### src/sv/hcbp_pkg.sv
package hcbp_pkg;

  // Table geometry and code limits
  localparam int SYMBOL_COUNT = 264;
  localparam int MAX_CODE_LEN = 32;
  localparam int EOF_SYMBOL   = 258;
  localparam int CODE_W       = 32;
  localparam int LEN_W        = 6;
  localparam int SYM_W        = 9;
  localparam int KIND_W       = 2;
  localparam int BYTE_W       = 8;
  localparam int CNT_W        = 3;
  localparam int ADDR_W       = (SYMBOL_COUNT > 1) ? $clog2(SYMBOL_COUNT) : 1;
  localparam int LEN_LIMIT    = (MAX_CODE_LEN > CODE_W) ? CODE_W : MAX_CODE_LEN;
  localparam bit EOF_PRESENT  = (EOF_SYMBOL < SYMBOL_COUNT);

  typedef enum logic [KIND_W-1:0] {
    KIND_LOAD   = 2'd0,
    KIND_ENCODE = 2'd1,
    KIND_END    = 2'd2
  } hcbp_kind_e;

  // Commands from the controller to the datapath
  typedef struct packed {
    logic write_entry;
    logic read_entry;
    logic read_eof;
    logic load_code;
    logic step;
    logic flush;
  } hcbp_cmd_t;

  // Status from the datapath to the controller
  typedef struct packed {
    logic sym_in_range;
    logic len_zero;
    logic will_emit;
    logic out_free;
  } hcbp_stat_t;

endpackage

### src/sv/hcbp_ctrl.sv
module hcbp_ctrl
  import hcbp_pkg::*;
(
  input  logic              clk_i,
  input  logic              rst_ni,
  input  logic              in_valid_i,
  input  logic [KIND_W-1:0] in_kind_i,
  output logic              in_ready_o,
  input  hcbp_stat_t        stat_i,
  output hcbp_cmd_t         cmd_o
);

  typedef enum logic [3:0] {
    ST_IDLE  = 4'b0001,
    ST_READ  = 4'b0010,
    ST_PACK  = 4'b0100,
    ST_FLUSH = 4'b1000
  } hcbp_state_e;

  hcbp_state_e state_q, state_d;
  logic        end_q, end_d;
  logic        in_fire;

  assign in_ready_o = (state_q == ST_IDLE);
  assign in_fire    = in_valid_i && in_ready_o;

  // Next state and command decode
  always_comb begin
    state_d = state_q;
    end_d   = end_q;
    cmd_o   = '0;
    case (state_q)
      ST_IDLE: begin
        if (in_fire) begin
          case (in_kind_i)
            KIND_LOAD: begin
              cmd_o.write_entry = 1'b1;
            end
            KIND_ENCODE: begin
              if (stat_i.sym_in_range) begin
                cmd_o.read_entry = 1'b1;
                end_d            = 1'b0;
                state_d          = ST_READ;
              end
            end
            KIND_END: begin
              end_d = 1'b1;
              if (EOF_PRESENT) begin
                cmd_o.read_entry = 1'b1;
                cmd_o.read_eof   = 1'b1;
                state_d          = ST_READ;
              end else begin
                state_d = ST_FLUSH;
              end
            end
            default: begin
            end
          endcase
        end
      end
      ST_READ: begin
        cmd_o.load_code = 1'b1;
        state_d         = ST_PACK;
      end
      ST_PACK: begin
        if (stat_i.len_zero) begin
          state_d = end_q ? ST_FLUSH : ST_IDLE;
        end else if (stat_i.will_emit) begin
          cmd_o.step = stat_i.out_free;
        end else begin
          // absorb the whole remainder into the pending byte
          cmd_o.step = 1'b1;
          state_d    = end_q ? ST_FLUSH : ST_IDLE;
        end
      end
      ST_FLUSH: begin
        if (stat_i.out_free) begin
          cmd_o.flush = 1'b1;
          state_d     = ST_IDLE;
        end
      end
      default: begin
        state_d = ST_IDLE;
      end
    endcase
  end

  // State registers
  always_ff @(posedge clk_i or negedge rst_ni) begin
    if (!rst_ni) begin
      state_q <= ST_IDLE;
      end_q   <= 1'b0;
    end else begin
      state_q <= state_d;
      end_q   <= end_d;
    end
  end

endmodule

### config.mk
export PLATFORM = sky130hd
export DESIGN_NAME = hcbp_ctrl
export DESIGN_NICKNAME = d
export VERILOG_FILES = /design/src/sv/hcbp_pkg.sv /design/src/sv/hcbp_ctrl.sv
export SDC_FILE = /design/constraint.sdc
export NUM_CORES = 1
export LEC_CHECK = 0
export BUFFER_PORTS_ARGS = -buffer_cell sky130_fd_sc_hd__buf_4
export CAP_MARGIN = 20
export CORE_AREA = 4 4 41 43
export DETAILED_ROUTE_END_ITERATION = 10
export DIE_AREA = 0 0 45 47
export PLACE_DENSITY = 0.58
export SKIP_CTS_REPAIR_TIMING = 1
export SLEW_MARGIN = 20
export SYNTH_ARGS = -nofsm -noshare
export SYNTH_HDL_FRONTEND = slang
export SYNTH_SLANG_ARGS = --single-unit
### constraint.sdc
create_clock -name clk_i -period 1.6 [get_ports clk_i]
set_clock_uncertainty 0.15 [all_clocks]
set_input_delay 0.4 -clock clk_i [delete_from_list [all_inputs] [get_ports clk_i]]
set_output_delay 0.4 -clock clk_i [all_outputs]
set_load 0.03 [all_outputs]
Word level (Yosys, flattened, before mapping)

Cells that the tools add are included.

Bits in registers: 5
Logic and storage cells: 41
Input bits: 9
Output and inout port bits: 7

Equality and inequality tests: 12
Reduce and logical (&&, ||, !) cells: 5
Multiplexer cells: 22

Operators with widths:

| cell                                                 | count |
|---|---|
| two-way mux 4 bit                                    | 6 |
| case mux 4 bit (4 select lines)                      | 1 |
| two-way mux 1 bit                                    | 10 |
| case mux 4 bit (2 select lines)                      | 1 |
| two-way mux 3 bit                                    | 2 |
| != test 3 bit (second input constant)                | 2 |
| AND reduction 5 bit                                  | 1 |
| equality test 4 x 1 -> 1 bit (second input constant) | 1 |
| equality test 4 x 2 -> 1 bit (second input constant) | 1 |
| equality test 4 x 3 -> 1 bit (second input constant) | 1 |
| equality test 4 bit (second input constant)          | 1 |
| != test 2 bit (second input constant)                | 2 |
| case mux 1 bit (2 select lines)                      | 2 |
| AND reduction 4 bit                                  | 1 |
| != test 3 x 1 -> 1 bit (second input constant)       | 1 |
| equality test 2 x 1 -> 1 bit (second input constant) | 1 |
| equality test 2 bit (second input constant)          | 1 |
| logical NOT 2 bit                                    | 1 |
| != test 2 x 1 -> 1 bit (second input constant)       | 1 |
| nonzero test 2 bit                                   | 1 |
| logical AND 1 bit                                    | 1 |

Longest topological paths before layout

Gate-level depths: netlist of the first run.

Word-level depth: 4
Depth in mapped cells: 5

Worst setup path before layout of the first run

OpenSTA, ideal clock, no wires.

Path type: reg-to-output
Start point: reg state_q[0]
End point: out cmd_o[4] in the netlist's numbering
Cell stages (with the launch flop): 4
Data arrival time: 1.985 ns
Buffers on the path: 0
Setup slack: -0.935 ns
Required time: 1.050 ns
Cell sequence: dfstp_2 nor4b_4 nand2_1 nor3b_1

RTL lines:

| what                     | RTL line        | text |
|---|---|---|
| start: declaration       | hcbp_ctrl.sv:20 | `hcbp_state_e state_q, state_d;` |
| start signal: assignment | hcbp_ctrl.sv:94 | `state_q <= state_d;` |
| end: declaration         | hcbp_ctrl.sv:10 | `output hcbp_cmd_t cmd_o` |

==> reports/metrics.cfg, run 1 <==
[run_status]
status = finished with violations
failed_checks = setup timing

[floorplanning]
dieHeight_um = 47
die_w_um = 45
core_area_um2 = 1300
floorplan.die_area_um2 = 2120
initial_core_util_pct = 30.7
io_pins = 16
num_rows = 13

[detailed_routing]
drt.antenna.violating_nets = 0
route.detailed.drc = 0
drt-total-wl_um = 958
iter_0_drt_violations = 7
avgRoutedWirePerCell_um = 10.6
vias_per_std_cell = 4.80
first_pass_iters = 4
routed-via-count = 432

[finish]
post-route-cell-area_um2 = 769
final_layout_size_suffix_gt1_share_pct = 62.7
area_growth_syn_to_layout_pct = 92.8
n_antenna_cell = 0
total_nets_final = 88
most-common-layout-cells = sky130_fd_sc_hd__buf_4, sky130_fd_sc_hd__buf_6, sky130_fd_sc_hd__inv_1, sky130_fd_sc_hd__dfrtp_1
final_common_cell = sky130_fd_sc_hd__buf_4
final_cell_count_no_fill = 90

[pwr]
total_power_uw = 460
power.density_cell_area_nw_per_um2 = 598
vdd_ir_drop_max_v = 0.000450
power.leakage_uw = 0.000388

[critical_path]
timing_worst_setup_path_type = flop to primary output
setup.worst_path.end_class = primary output
worst_ep_required_time_ps = 1050
critical_path_peak_fanout = 4
crit_arrival_ps = 1450
timing.critical_path.from_type = flop

[sta]
fin_crit_sh_pct = 125
setup_repair_after_global_routing_missed_its_margin = yes
slew_viol_final = 0
clock.fmax_mhz = 501
max-slew-margin-rel_pct = 83.9
final.min_clock_period_ps = 2000
final_hold_viol_count = 0
setup_ws_ps = -397
tightest_slew_ps = 240
post_route_setup_tns_ps = -2370
setup_failing_eps_final = 7

[clocking]
clock_tree.root_cell = sky130_fd_sc_hd__clkbuf_4
cts-buffers-inserted = 3
tritoncts_clock_tree = yes
clk_pin_slew_worst_paths_ps = 40
cts.sink_count = 5
clock_path_buffers = 2
clk-insertion-delay-late_ps = 230
htreeDepth = 1

[place]
io_buffers = 15
detailedPlace.worstSlack_ps = -203
placed_area_um2 = 643
detailedPlacementHpwl_um = 771
placed_cells = 81
globalplace.congestion = 0.678

[synthesis]
synth-xor-area-share_pct = 0
synth.avg_cell_area_um2 = 9.98
seq_area_frac_synth_pct = 31.7
mapped_cell_area_um2 = 399
multiplexer_share_of_the_synthesized_area_pct = 2.51
synth_adder_area_share_pct = 9.40
postSynthNetCount = 52
ys.warnings.count = 0
synth_top_family_by_area = simple AND/OR/NAND/NOR gates
synth_compound_gate_area_share_pct = 16.0
ys_types = 25
total_of_flip_flops_plus_latches_after_synthesis = 5
synth_simple_gate_area_share_pct = 35.7
syn-instance-count = 40

[min_path]
hold_path.class = input pin to flop

[grt]
grt-ovfl-total = 0
antenna_found_initial = 0
grt_start_max_net_pins = 7
grt.total_usage_pct = 10.5
via_count_of_the_first_global_routing_pass = 406
global_route_wire_length_before_repair_um = 1640

[job]
cap_viol_max_count = 0

final timing paths:
path / depth (start not counted) / slack [ps] / from / endpoint
setup / recovery: 4 / -400 / state_q[0] / cmd_o[5]
hold / removal: 3 / 330 / stat_i[3] / state_q[1]
setup reg to reg: 5 / 60 / state_q[0] / state_q[0]
hold reg to reg: 1 / 400 / end_q / end_q
max in group asynchronous: 2 / 740 / rst_ni / state_q[0]
min in group asynchronous: 2 / 360 / rst_ni / state_q[3]
sequential cells by signal (all words and copies together), names as in the netlist:
| name | count |
|---|---|
| end_q | 1 |
| state_q | 4 |
cells by family after synthesis:
| group | Yosys count |
|---|---|
| buffers and inverters | 5 |
| adders and majority gates | 3 |
| AOI/OAI and AO/OA | 8 |
| muxes | 1 |
| and+or+nand+nor | 18 |
| DFF | 5 |
routing by layer:
metal	track usage, %	vias up	share of wire [%]
met2	17.2	14	52
li1	-	216	-
met1	12.4	200	39
met4	2.92	0	0.84
met5	0	-	0
met3	4.60	2	8.2
synth_stat cells:
cell,number,area (um^2)
sky130_fd_sc_hd__inv_1,5,18.8
sky130_fd_sc_hd__dfrtp_1,4,100
sky130_fd_sc_hd__nor2_1,4,15.0
sky130_fd_sc_hd__ha_1,3,37.5
sky130_fd_sc_hd__a21oi_1,2,10.0
sky130_fd_sc_hd__nand2b_1,2,12.5
sky130_fd_sc_hd__nor3_1,2,10.0
sky130_fd_sc_hd__a211o_1,1,8.76
sky130_fd_sc_hd__a2bb2oi_2,1,15.0
sky130_fd_sc_hd__a41o_1,1,10.0
sky130_fd_sc_hd__and3_1,1,6.26
sky130_fd_sc_hd__and3_4,1,11.3
sky130_fd_sc_hd__and3b_2,1,10.0
sky130_fd_sc_hd__and4b_1,1,10.0
sky130_fd_sc_hd__dfstp_2,1,26.3
sky130_fd_sc_hd__mux2i_1,1,10.0
sky130_fd_sc_hd__nand2_1,1,3.75
sky130_fd_sc_hd__nand4bb_1,1,11.3
sky130_fd_sc_hd__nor3b_1,1,7.51
sky130_fd_sc_hd__nor3b_2,1,12.5
sky130_fd_sc_hd__nor4b_1,1,8.76
sky130_fd_sc_hd__nor4b_4,1,23.8
sky130_fd_sc_hd__o211a_1,1,10.0
sky130_fd_sc_hd__o21ai_0,1,5.00
sky130_fd_sc_hd__o21ai_1,1,5.00
worst max-delay path: stages, from the launching register on:
cell	delay, ps
sky130_fd_sc_hd__dfstp_2	520
sky130_fd_sc_hd__nor4b_4	220
sky130_fd_sc_hd__buf_4	170
sky130_fd_sc_hd__and3_4	180
sky130_fd_sc_hd__buf_6	120
area by class of cell:
| cell class | count | area, um^2 |
|---|---|---|
| clock buffer | 4 | 26.3 |
| multi-input combinational | 30 | 318 |
| sequential | 5 | 126 |
| tap | 15 | 18.8 |
| timing repair buffer | 31 | 262 |
| fill | 123 | 532 |
| inverter | 5 | 18.8 |
power breakdown:
part           leakage (uW)  switching (uW)  internal (uW)
sequential        0.0000638            9.88            140
combinational      0.000309            73.7           97.9
clock             0.0000150            44.8           93.8
per-stage QoR:
| stage | hold WS, ps | utilization, % |
|---|---|---|
| 2_1_floorplan | -45.6 | - |
| 3_3_place_gp | 52.2 | 49.4 |
| 3_5_place_dp | 53.0 | 49.4 |
| 4_1_cts | -191 | 51.4 |
| 5_1_grt | 346 | 59.1 |
| 6_report | 326 | 59.1 |
Power figures use the tool's default switching activity.
==> run 2: changes to the inputs <==
--- a/config.mk
+++ b/config.mk
@@ -10,7 +10,9 @@
 export CORE_AREA = 4 4 41 43
 export DETAILED_ROUTE_END_ITERATION = 10
 export DIE_AREA = 0 0 45 47
-export PLACE_DENSITY = 0.58
+export MAX_ROUTING_LAYER = met4
+export PLACE_DENSITY = 0.6
+export REMOVE_ABC_BUFFERS = 1
 export SKIP_CTS_REPAIR_TIMING = 1
 export SLEW_MARGIN = 20
 export SYNTH_ARGS = -nofsm -noshare
==> constraint.sdc (replaced) <==
create_clock -name clk_i -period 1.8 [get_ports clk_i]
set_clock_uncertainty 0.15 [all_clocks]
set_input_delay 0.45 -clock clk_i [delete_from_list [all_inputs] [get_ports clk_i]]
set_output_delay 0.45 -clock clk_i [all_outputs]
set_load 0.03 [all_outputs]
==> reports/metrics.cfg, run 2 (synthesized netlist as in run 1, its figures left out) <==
[run_status]
status = finished with violations  ; unchanged
failed_checks = setup timing  ; unchanged

[critical_path]
setup.worst_path.end_class = primary output  ; unchanged
critPathSlowestCell = sky130_fd_sc_hd__dfstp_2  ; unchanged
ff2ff_setup_slack_ps = 160  ; was 60 ps
worst_r2r_path_depth = 6  ; was 5
crit_chain = nor4b_4 -> buf_4 -> and3_4 -> buf_6  ; unchanged
worst_path_largest_cell_delay_ps = 520  ; about the same
worst_ep_required_time_ps = 1200  ; was 1050 ps
crit_arrival_ps = 1490  ; was 1450 ps
crit_path_leading_delay_family = flip-flops  ; unchanged
timing.critical_path.from_type = flop  ; unchanged
timing_worst_setup_path_type = flop to primary output  ; unchanged
critical_path_peak_fanout = 4  ; unchanged
levels_on_crit_path = 4  ; unchanged
worst-path-buf-inv = 2  ; unchanged

[finish]
final_common_cell = sky130_fd_sc_hd__buf_4  ; unchanged
multiInputGateArea_um2 = 290  ; was 318 um^2
total_nets_final = 87  ; was 88
area_growth_syn_to_layout_pct = 83.4  ; was 92.8%
final_cell_count_no_fill = 89  ; was 90
top_flop_regs = state_q: 4 flops, end_q: 1 flops  ; unchanged
number_of_flip_flops_under_the_largest_register_name = 4  ; unchanged
n_antenna_cell = 0  ; unchanged
most-common-layout-cells = sky130_fd_sc_hd__buf_4, sky130_fd_sc_hd__buf_6, sky130_fd_sc_hd__inv_1, sky130_fd_sc_hd__dfrtp_1  ; unchanged
layout.filler_cells = 126  ; was 123
regMostFlops = state_q  ; unchanged
final_layout_size_suffix_gt1_share_pct = 60.8  ; was 62.7%
sequential_cell_area_um2 = 126  ; unchanged

[grt]
grt-ovfl-total = 0  ; unchanged
grt.total_usage_pct = 11.1  ; was 10.5%
via_count_of_the_first_global_routing_pass = 419  ; was 406
antenna_found_initial = 0  ; unchanged
grt_start_max_net_pins = 7  ; unchanged
global_route_wire_length_before_repair_um = 1660  ; was 1640 um

[sta]
final.min_clock_period_ps = 2090
clock.fmax_mhz = 478
fin_crit_sh_pct = 116
setup_failing_eps_final = 7  ; unchanged
fin_worst_hold_slack_ps = 365  ; was 326 ps
post_route_setup_tns_ps = -1240  ; was -2370 ps
setup_ws_ps = -291  ; was -397 ps
final_hold_viol_count = 0  ; unchanged
max-slew-margin-rel_pct = 83.3  ; was 83.9%
slew_viol_final = 0  ; unchanged
setup_repair_after_global_routing_missed_its_margin = yes  ; unchanged
tightest_slew_ps = 250  ; was 240 ps

[pwr]
p_int_uw = 287  ; was 332 uW
power.density_cell_area_nw_per_um2 = 561  ; was 598 nW/um^2
clkPwrFrac_pct = 32.0  ; was 30.1%
seq_power_share_pct = 32.6  ; about the same
switching_share_pct = 30.0  ; was 27.9%
vdd_ir_drop_max_v = 0.000291  ; was 0.000450 V
power.leakage_uw = 0.000379  ; was 0.000388 uW
total_power_uw = 411  ; was 460 uW
share_comb_of_total_power_pct = 35.4  ; was 37.3%
power_switching_uw = 123  ; was 128 uW

[place]
detailedPlacementHpwl_um = 833  ; was 771 um
io_buffers = 15  ; unchanged
globalplace.congestion = 0.734  ; was 0.678
placed_cells = 80  ; was 81

[clocking]
clk_pin_slew_worst_paths_ps = 50  ; was 40 ps
tritoncts_clock_tree = yes  ; unchanged
cts.sink_count = 5  ; unchanged
clock_tree.root_cell = sky130_fd_sc_hd__clkbuf_4  ; unchanged
cts-buffers-inserted = 3  ; unchanged
htreeDepth = 1  ; unchanged
clk-insertion-delay-late_ps = 240  ; was 230 ps
clock_path_buffers = 2  ; unchanged

[detailed_routing]
route.detailed.drc = 0  ; unchanged
routed-via-count = 436  ; was 432
drt.antenna.violating_nets = 0  ; unchanged
iter_0_drt_violations = 5  ; was 7
avgRoutedWirePerCell_um = 12.1  ; was 10.6 um
drt-total-wl_um = 1080  ; was 958 um
vias_per_std_cell = 4.90  ; was 4.80
first_pass_iters = 4  ; unchanged

[floorplanning]
io_pins = 16  ; unchanged
die_w_um = 45  ; unchanged
core_area_um2 = 1300  ; unchanged
num_rows = 13  ; unchanged
dieHeight_um = 47  ; unchanged
floorplan.die_area_um2 = 2120  ; unchanged
initial_core_util_pct = 30.7  ; unchanged

[min_path]
hold_path.class = input pin to flop  ; unchanged
worstHoldPathCells = 3  ; unchanged

[job]
cap_viol_max_count = 0  ; unchanged

-- run 2: power groups by stage --
stage	Clock (uW)	Sequential [uW]	Combinational [uW]
after global placement	0	135	120
after global routing	153	135	158
final	132	134	145
after detailed placement	0	135	121
after floorplan	0	136	61.6
after CTS	139	134	121
-- run 2: per-stage QoR --
| stage | instance area [um^2] | setup slack, ps | util (%) |
|---|---|---|---|
| 2_1_floorplan | 399 | -785 | - |
| 6_report | 732 | -291 | 56.3 |
| 3_5_place_dp | 606 | -69.1 | 46.5 |
| 5_1_grt | 732 | -403 | 56.3 |
| 3_3_place_gp | 606 | -50.9 | 46.5 |
| 4_1_cts | 633 | -337 | 48.7 |
-- run 2: cell type report --
class / count / share of cell area (%)
Multi-Input combinational cell: 30 / 39.7
Inverter: 5 / 2.56
Clock inverter: 1 / 0.684
Sequential cell: 5 / 17.3
Clock buffer: 3 / 3.08
Tap cell: 15 / 2.56
Timing Repair Buffer: 30 / 34.2
-- run 2: path summary, 6_finish.rpt --
| check | from | to |
|---|---|---|
| min in group asynchronous | rst_ni | state_q[2] |
| worst max register to register | state_q[0] | end_q |
| worst min-delay path | stat_i[3] | state_q[1] |
| worst max-delay path | state_q[0] | cmd_o[3] |
| max in group asynchronous | rst_ni | state_q[0] |
| worst min register to register | end_q | end_q |
-- run 2: tightest hold or removal path, cell delays in order --
cell and delay (ps):
sky130_fd_sc_hd__buf_4 100, sky130_fd_sc_hd__mux2i_1 80, sky130_fd_sc_hd__nor2_1 90
-- run 2: routing by layer --
| layer | track usage (%) | up-vias | share of wire, % |
|---|---|---|---|
| li1 | - | 214 | - |
| met1 | 11.3 | 208 | 39 |
| met2 | 20.9 | 14 | 55 |
| met3 | 3.45 | 0 | 6.5 |
| met4 | 1.75 | 0 | 0 |
| met5 | - | - | 0 |
==> run 3: changes to the inputs <==
--- a/config.mk
+++ b/config.mk
@@ -7,12 +7,15 @@
 export LEC_CHECK = 0
 export BUFFER_PORTS_ARGS = -buffer_cell sky130_fd_sc_hd__buf_4
 export CAP_MARGIN = 20
-export CORE_AREA = 4 4 41 43
+export CELL_PAD_IN_SITES_DETAIL_PLACEMENT = 0
+export CELL_PAD_IN_SITES_GLOBAL_PLACEMENT = 1
+export CORE_MARGIN = 4
+export CORE_UTILIZATION = 29
 export DETAILED_ROUTE_END_ITERATION = 10
-export DIE_AREA = 0 0 45 47
 export MAX_ROUTING_LAYER = met4
-export PLACE_DENSITY = 0.6
+export PLACE_DENSITY = 0.73
 export REMOVE_ABC_BUFFERS = 1
+export SETUP_SLACK_MARGIN = 0.5
 export SKIP_CTS_REPAIR_TIMING = 1
 export SLEW_MARGIN = 20
 export SYNTH_ARGS = -nofsm -noshare
==> reports/metrics.cfg, run 3 (synthesized netlist as in run 1, its figures left out) <==
[run_status]
status = finished with violations  ; unchanged
failed_checks = setup timing  ; unchanged

[detailed_routing]
first_pass_iters = 3  ; was 4
route.detailed.drc = 0  ; unchanged
drt-total-wl_um = 1080  ; unchanged
vias_per_std_cell = 4.84  ; was 4.90
iter_0_drt_violations = 6  ; was 5
routed-via-count = 431  ; was 436
drt.antenna.violating_nets = 0  ; unchanged
avgRoutedWirePerCell_um = 12.1  ; unchanged

[sta]
setup_repair_after_global_routing_missed_its_margin = yes  ; unchanged
tightest_slew_ps = 244  ; was 250 ps
final_hold_viol_count = 0  ; unchanged
clock.fmax_mhz = 489  ; was 478 MHz
max-slew-margin-rel_pct = 83.3  ; about the same
fin_crit_sh_pct = 114  ; was 116%
setup_failing_eps_final = 7  ; unchanged
final.min_clock_period_ps = 2050  ; was 2090 ps
setup_ws_ps = -246  ; was -291 ps
fin_worst_hold_slack_ps = 393  ; was 365 ps
slew_viol_final = 0  ; unchanged

[critical_path]
cp-endpoint = cmd_o[3]  ; unchanged
setup.worst_path.start = state_q[0]  ; unchanged
timing_worst_setup_path_type = flop to primary output  ; unchanged
worst_r2r_path_depth = 5  ; was 6
r2r_start = state_q[0]  ; unchanged
worst_r2r_endpoint = end_q  ; unchanged
crit_arrival_ps = 1450  ; was 1490 ps
setup.worst_path.end_class = primary output  ; unchanged
timing.critical_path.from_type = flop  ; unchanged
ff2ff_setup_slack_ps = 270  ; was 160 ps
worst_ep_required_time_ps = 1200  ; about the same
critical_path_peak_fanout = 4  ; unchanged

[finish]
regMostFlops = state_q  ; unchanged
total_nets_final = 87  ; unchanged
area_growth_syn_to_layout_pct = 89.0  ; was 83.4%
final_layout_size_suffix_gt1_share_pct = 63.5  ; was 60.8%
n_antenna_cell = 0  ; unchanged
top_flop_regs = state_q: 4 flops, end_q: 1 flops  ; unchanged
number_of_flip_flops_under_the_largest_register_name = 4  ; unchanged
final_common_cell = sky130_fd_sc_hd__buf_4  ; unchanged
layout.core_utilization_pct = 58.0  ; was 56.3%
most-common-layout-cells = sky130_fd_sc_hd__buf_4, sky130_fd_sc_hd__buf_6, sky130_fd_sc_hd__inv_1, sky130_fd_sc_hd__dfrtp_1  ; unchanged
post-route-cell-area_um2 = 754  ; was 732 um^2
final_cell_count_no_fill = 89  ; unchanged

[clocking]
htreeDepth = 1  ; unchanged
tritoncts_clock_tree = yes  ; unchanged
clock_path_buffers = 2  ; unchanged
clk_pin_slew_worst_paths_ps = 40  ; was 50 ps
cts.sink_count = 5  ; unchanged
clock_tree.root_cell = sky130_fd_sc_hd__clkbuf_4  ; unchanged
cts-buffers-inserted = 3  ; unchanged
clk-insertion-delay-late_ps = 230  ; was 240 ps

[place]
placed_area_um2 = 598  ; was 606 um^2
io_buffers = 15  ; unchanged
detailedPlace.worstSlack_ps = -81.2  ; was -69.1 ps
placed_cells = 79  ; was 80
globalplace.congestion = 0.745  ; was 0.734
detailedPlacementHpwl_um = 753  ; was 833 um

[job]
cap_viol_max_count = 0  ; unchanged

[floorplanning]
num_rows = 13  ; unchanged
die_w_um = 45.1  ; was 45 um
core_area_um2 = 1300  ; unchanged
io_pins = 16  ; unchanged
dieHeight_um = 45.1  ; was 47 um
initial_core_util_pct = 30.7  ; unchanged
floorplan.die_area_um2 = 2030  ; was 2120 um^2

[pwr]
power.density_cell_area_nw_per_um2 = 532  ; was 561 nW/um^2
vdd_ir_drop_max_v = 0.000322  ; was 0.000291 V
power.leakage_uw = 0.000377  ; was 0.000379 uW

[grt]
grt_start_max_net_pins = 7  ; unchanged
antenna_found_initial = 0  ; unchanged
grt-ovfl-total = 0  ; unchanged
global_route_wire_length_before_repair_um = 1500  ; was 1660 um
via_count_of_the_first_global_routing_pass = 351  ; was 419
grt.total_usage_pct = 10.5  ; was 11.1%

[min_path]
hold_path.class = input pin to flop  ; unchanged

[run 3: report_power, final]
part	leakage (uW)	switching (uW)	internal, uW	total (uW)
clock network	0.0000150	39.6	83.4	123
registers	0.0000638	9.53	125	134
logic	0.000298	62.9	81.3	144
[run 3: final cells by class]
| cell class | instances | area, um^2 |
|---|---|---|
| flip-flops and latches | 5 | 126 |
| inverters | 5 | 18.8 |
| fillers | 121 | 547 |
| well taps | 15 | 18.8 |
| multi-input cells | 30 | 303 |
| clock buffers | 4 | 26.3 |
| repair buffers | 30 | 262 |
[run 3: worst min-delay path by stage]
stage,from,to,cells past startpoint
after CTS,rst_ni,end_q,1
after floorplan,rst_ni,end_q,0
after detailed placement,rst_ni,end_q,1
after global routing,stat_i[3],state_q[1],3
after global placement,rst_ni,end_q,1
final,stat_i[3],state_q[1],3
[run 3: stage by stage]
| stage | TNS, ps | power [uW] |
|---|---|---|
| after floorplan | -1750 | 198 |
| after global placement | -60.8 | 252 |
| after detailed placement | -128 | 254 |
| after CTS | -1350 | 383 |
| after global routing | -1780 | 434 |
| final | -1230 | 401 |
[run 3: critical path: stages, from the launching register on]
cell and delay (ps):
sky130_fd_sc_hd__dfstp_2 520, sky130_fd_sc_hd__nor4b_4 210, sky130_fd_sc_hd__buf_4 170, sky130_fd_sc_hd__and3_4 180, sky130_fd_sc_hd__buf_6 130
[run 3: per-layer routing]
layer,global-route usage (%),up-vias,share of wire (%)
li1,-,217,-
met1,13.2,207,43
met2,15.8,5,52
met3,3.59,2,3.7
met4,3.51,0,1.3
met5,-,-,0
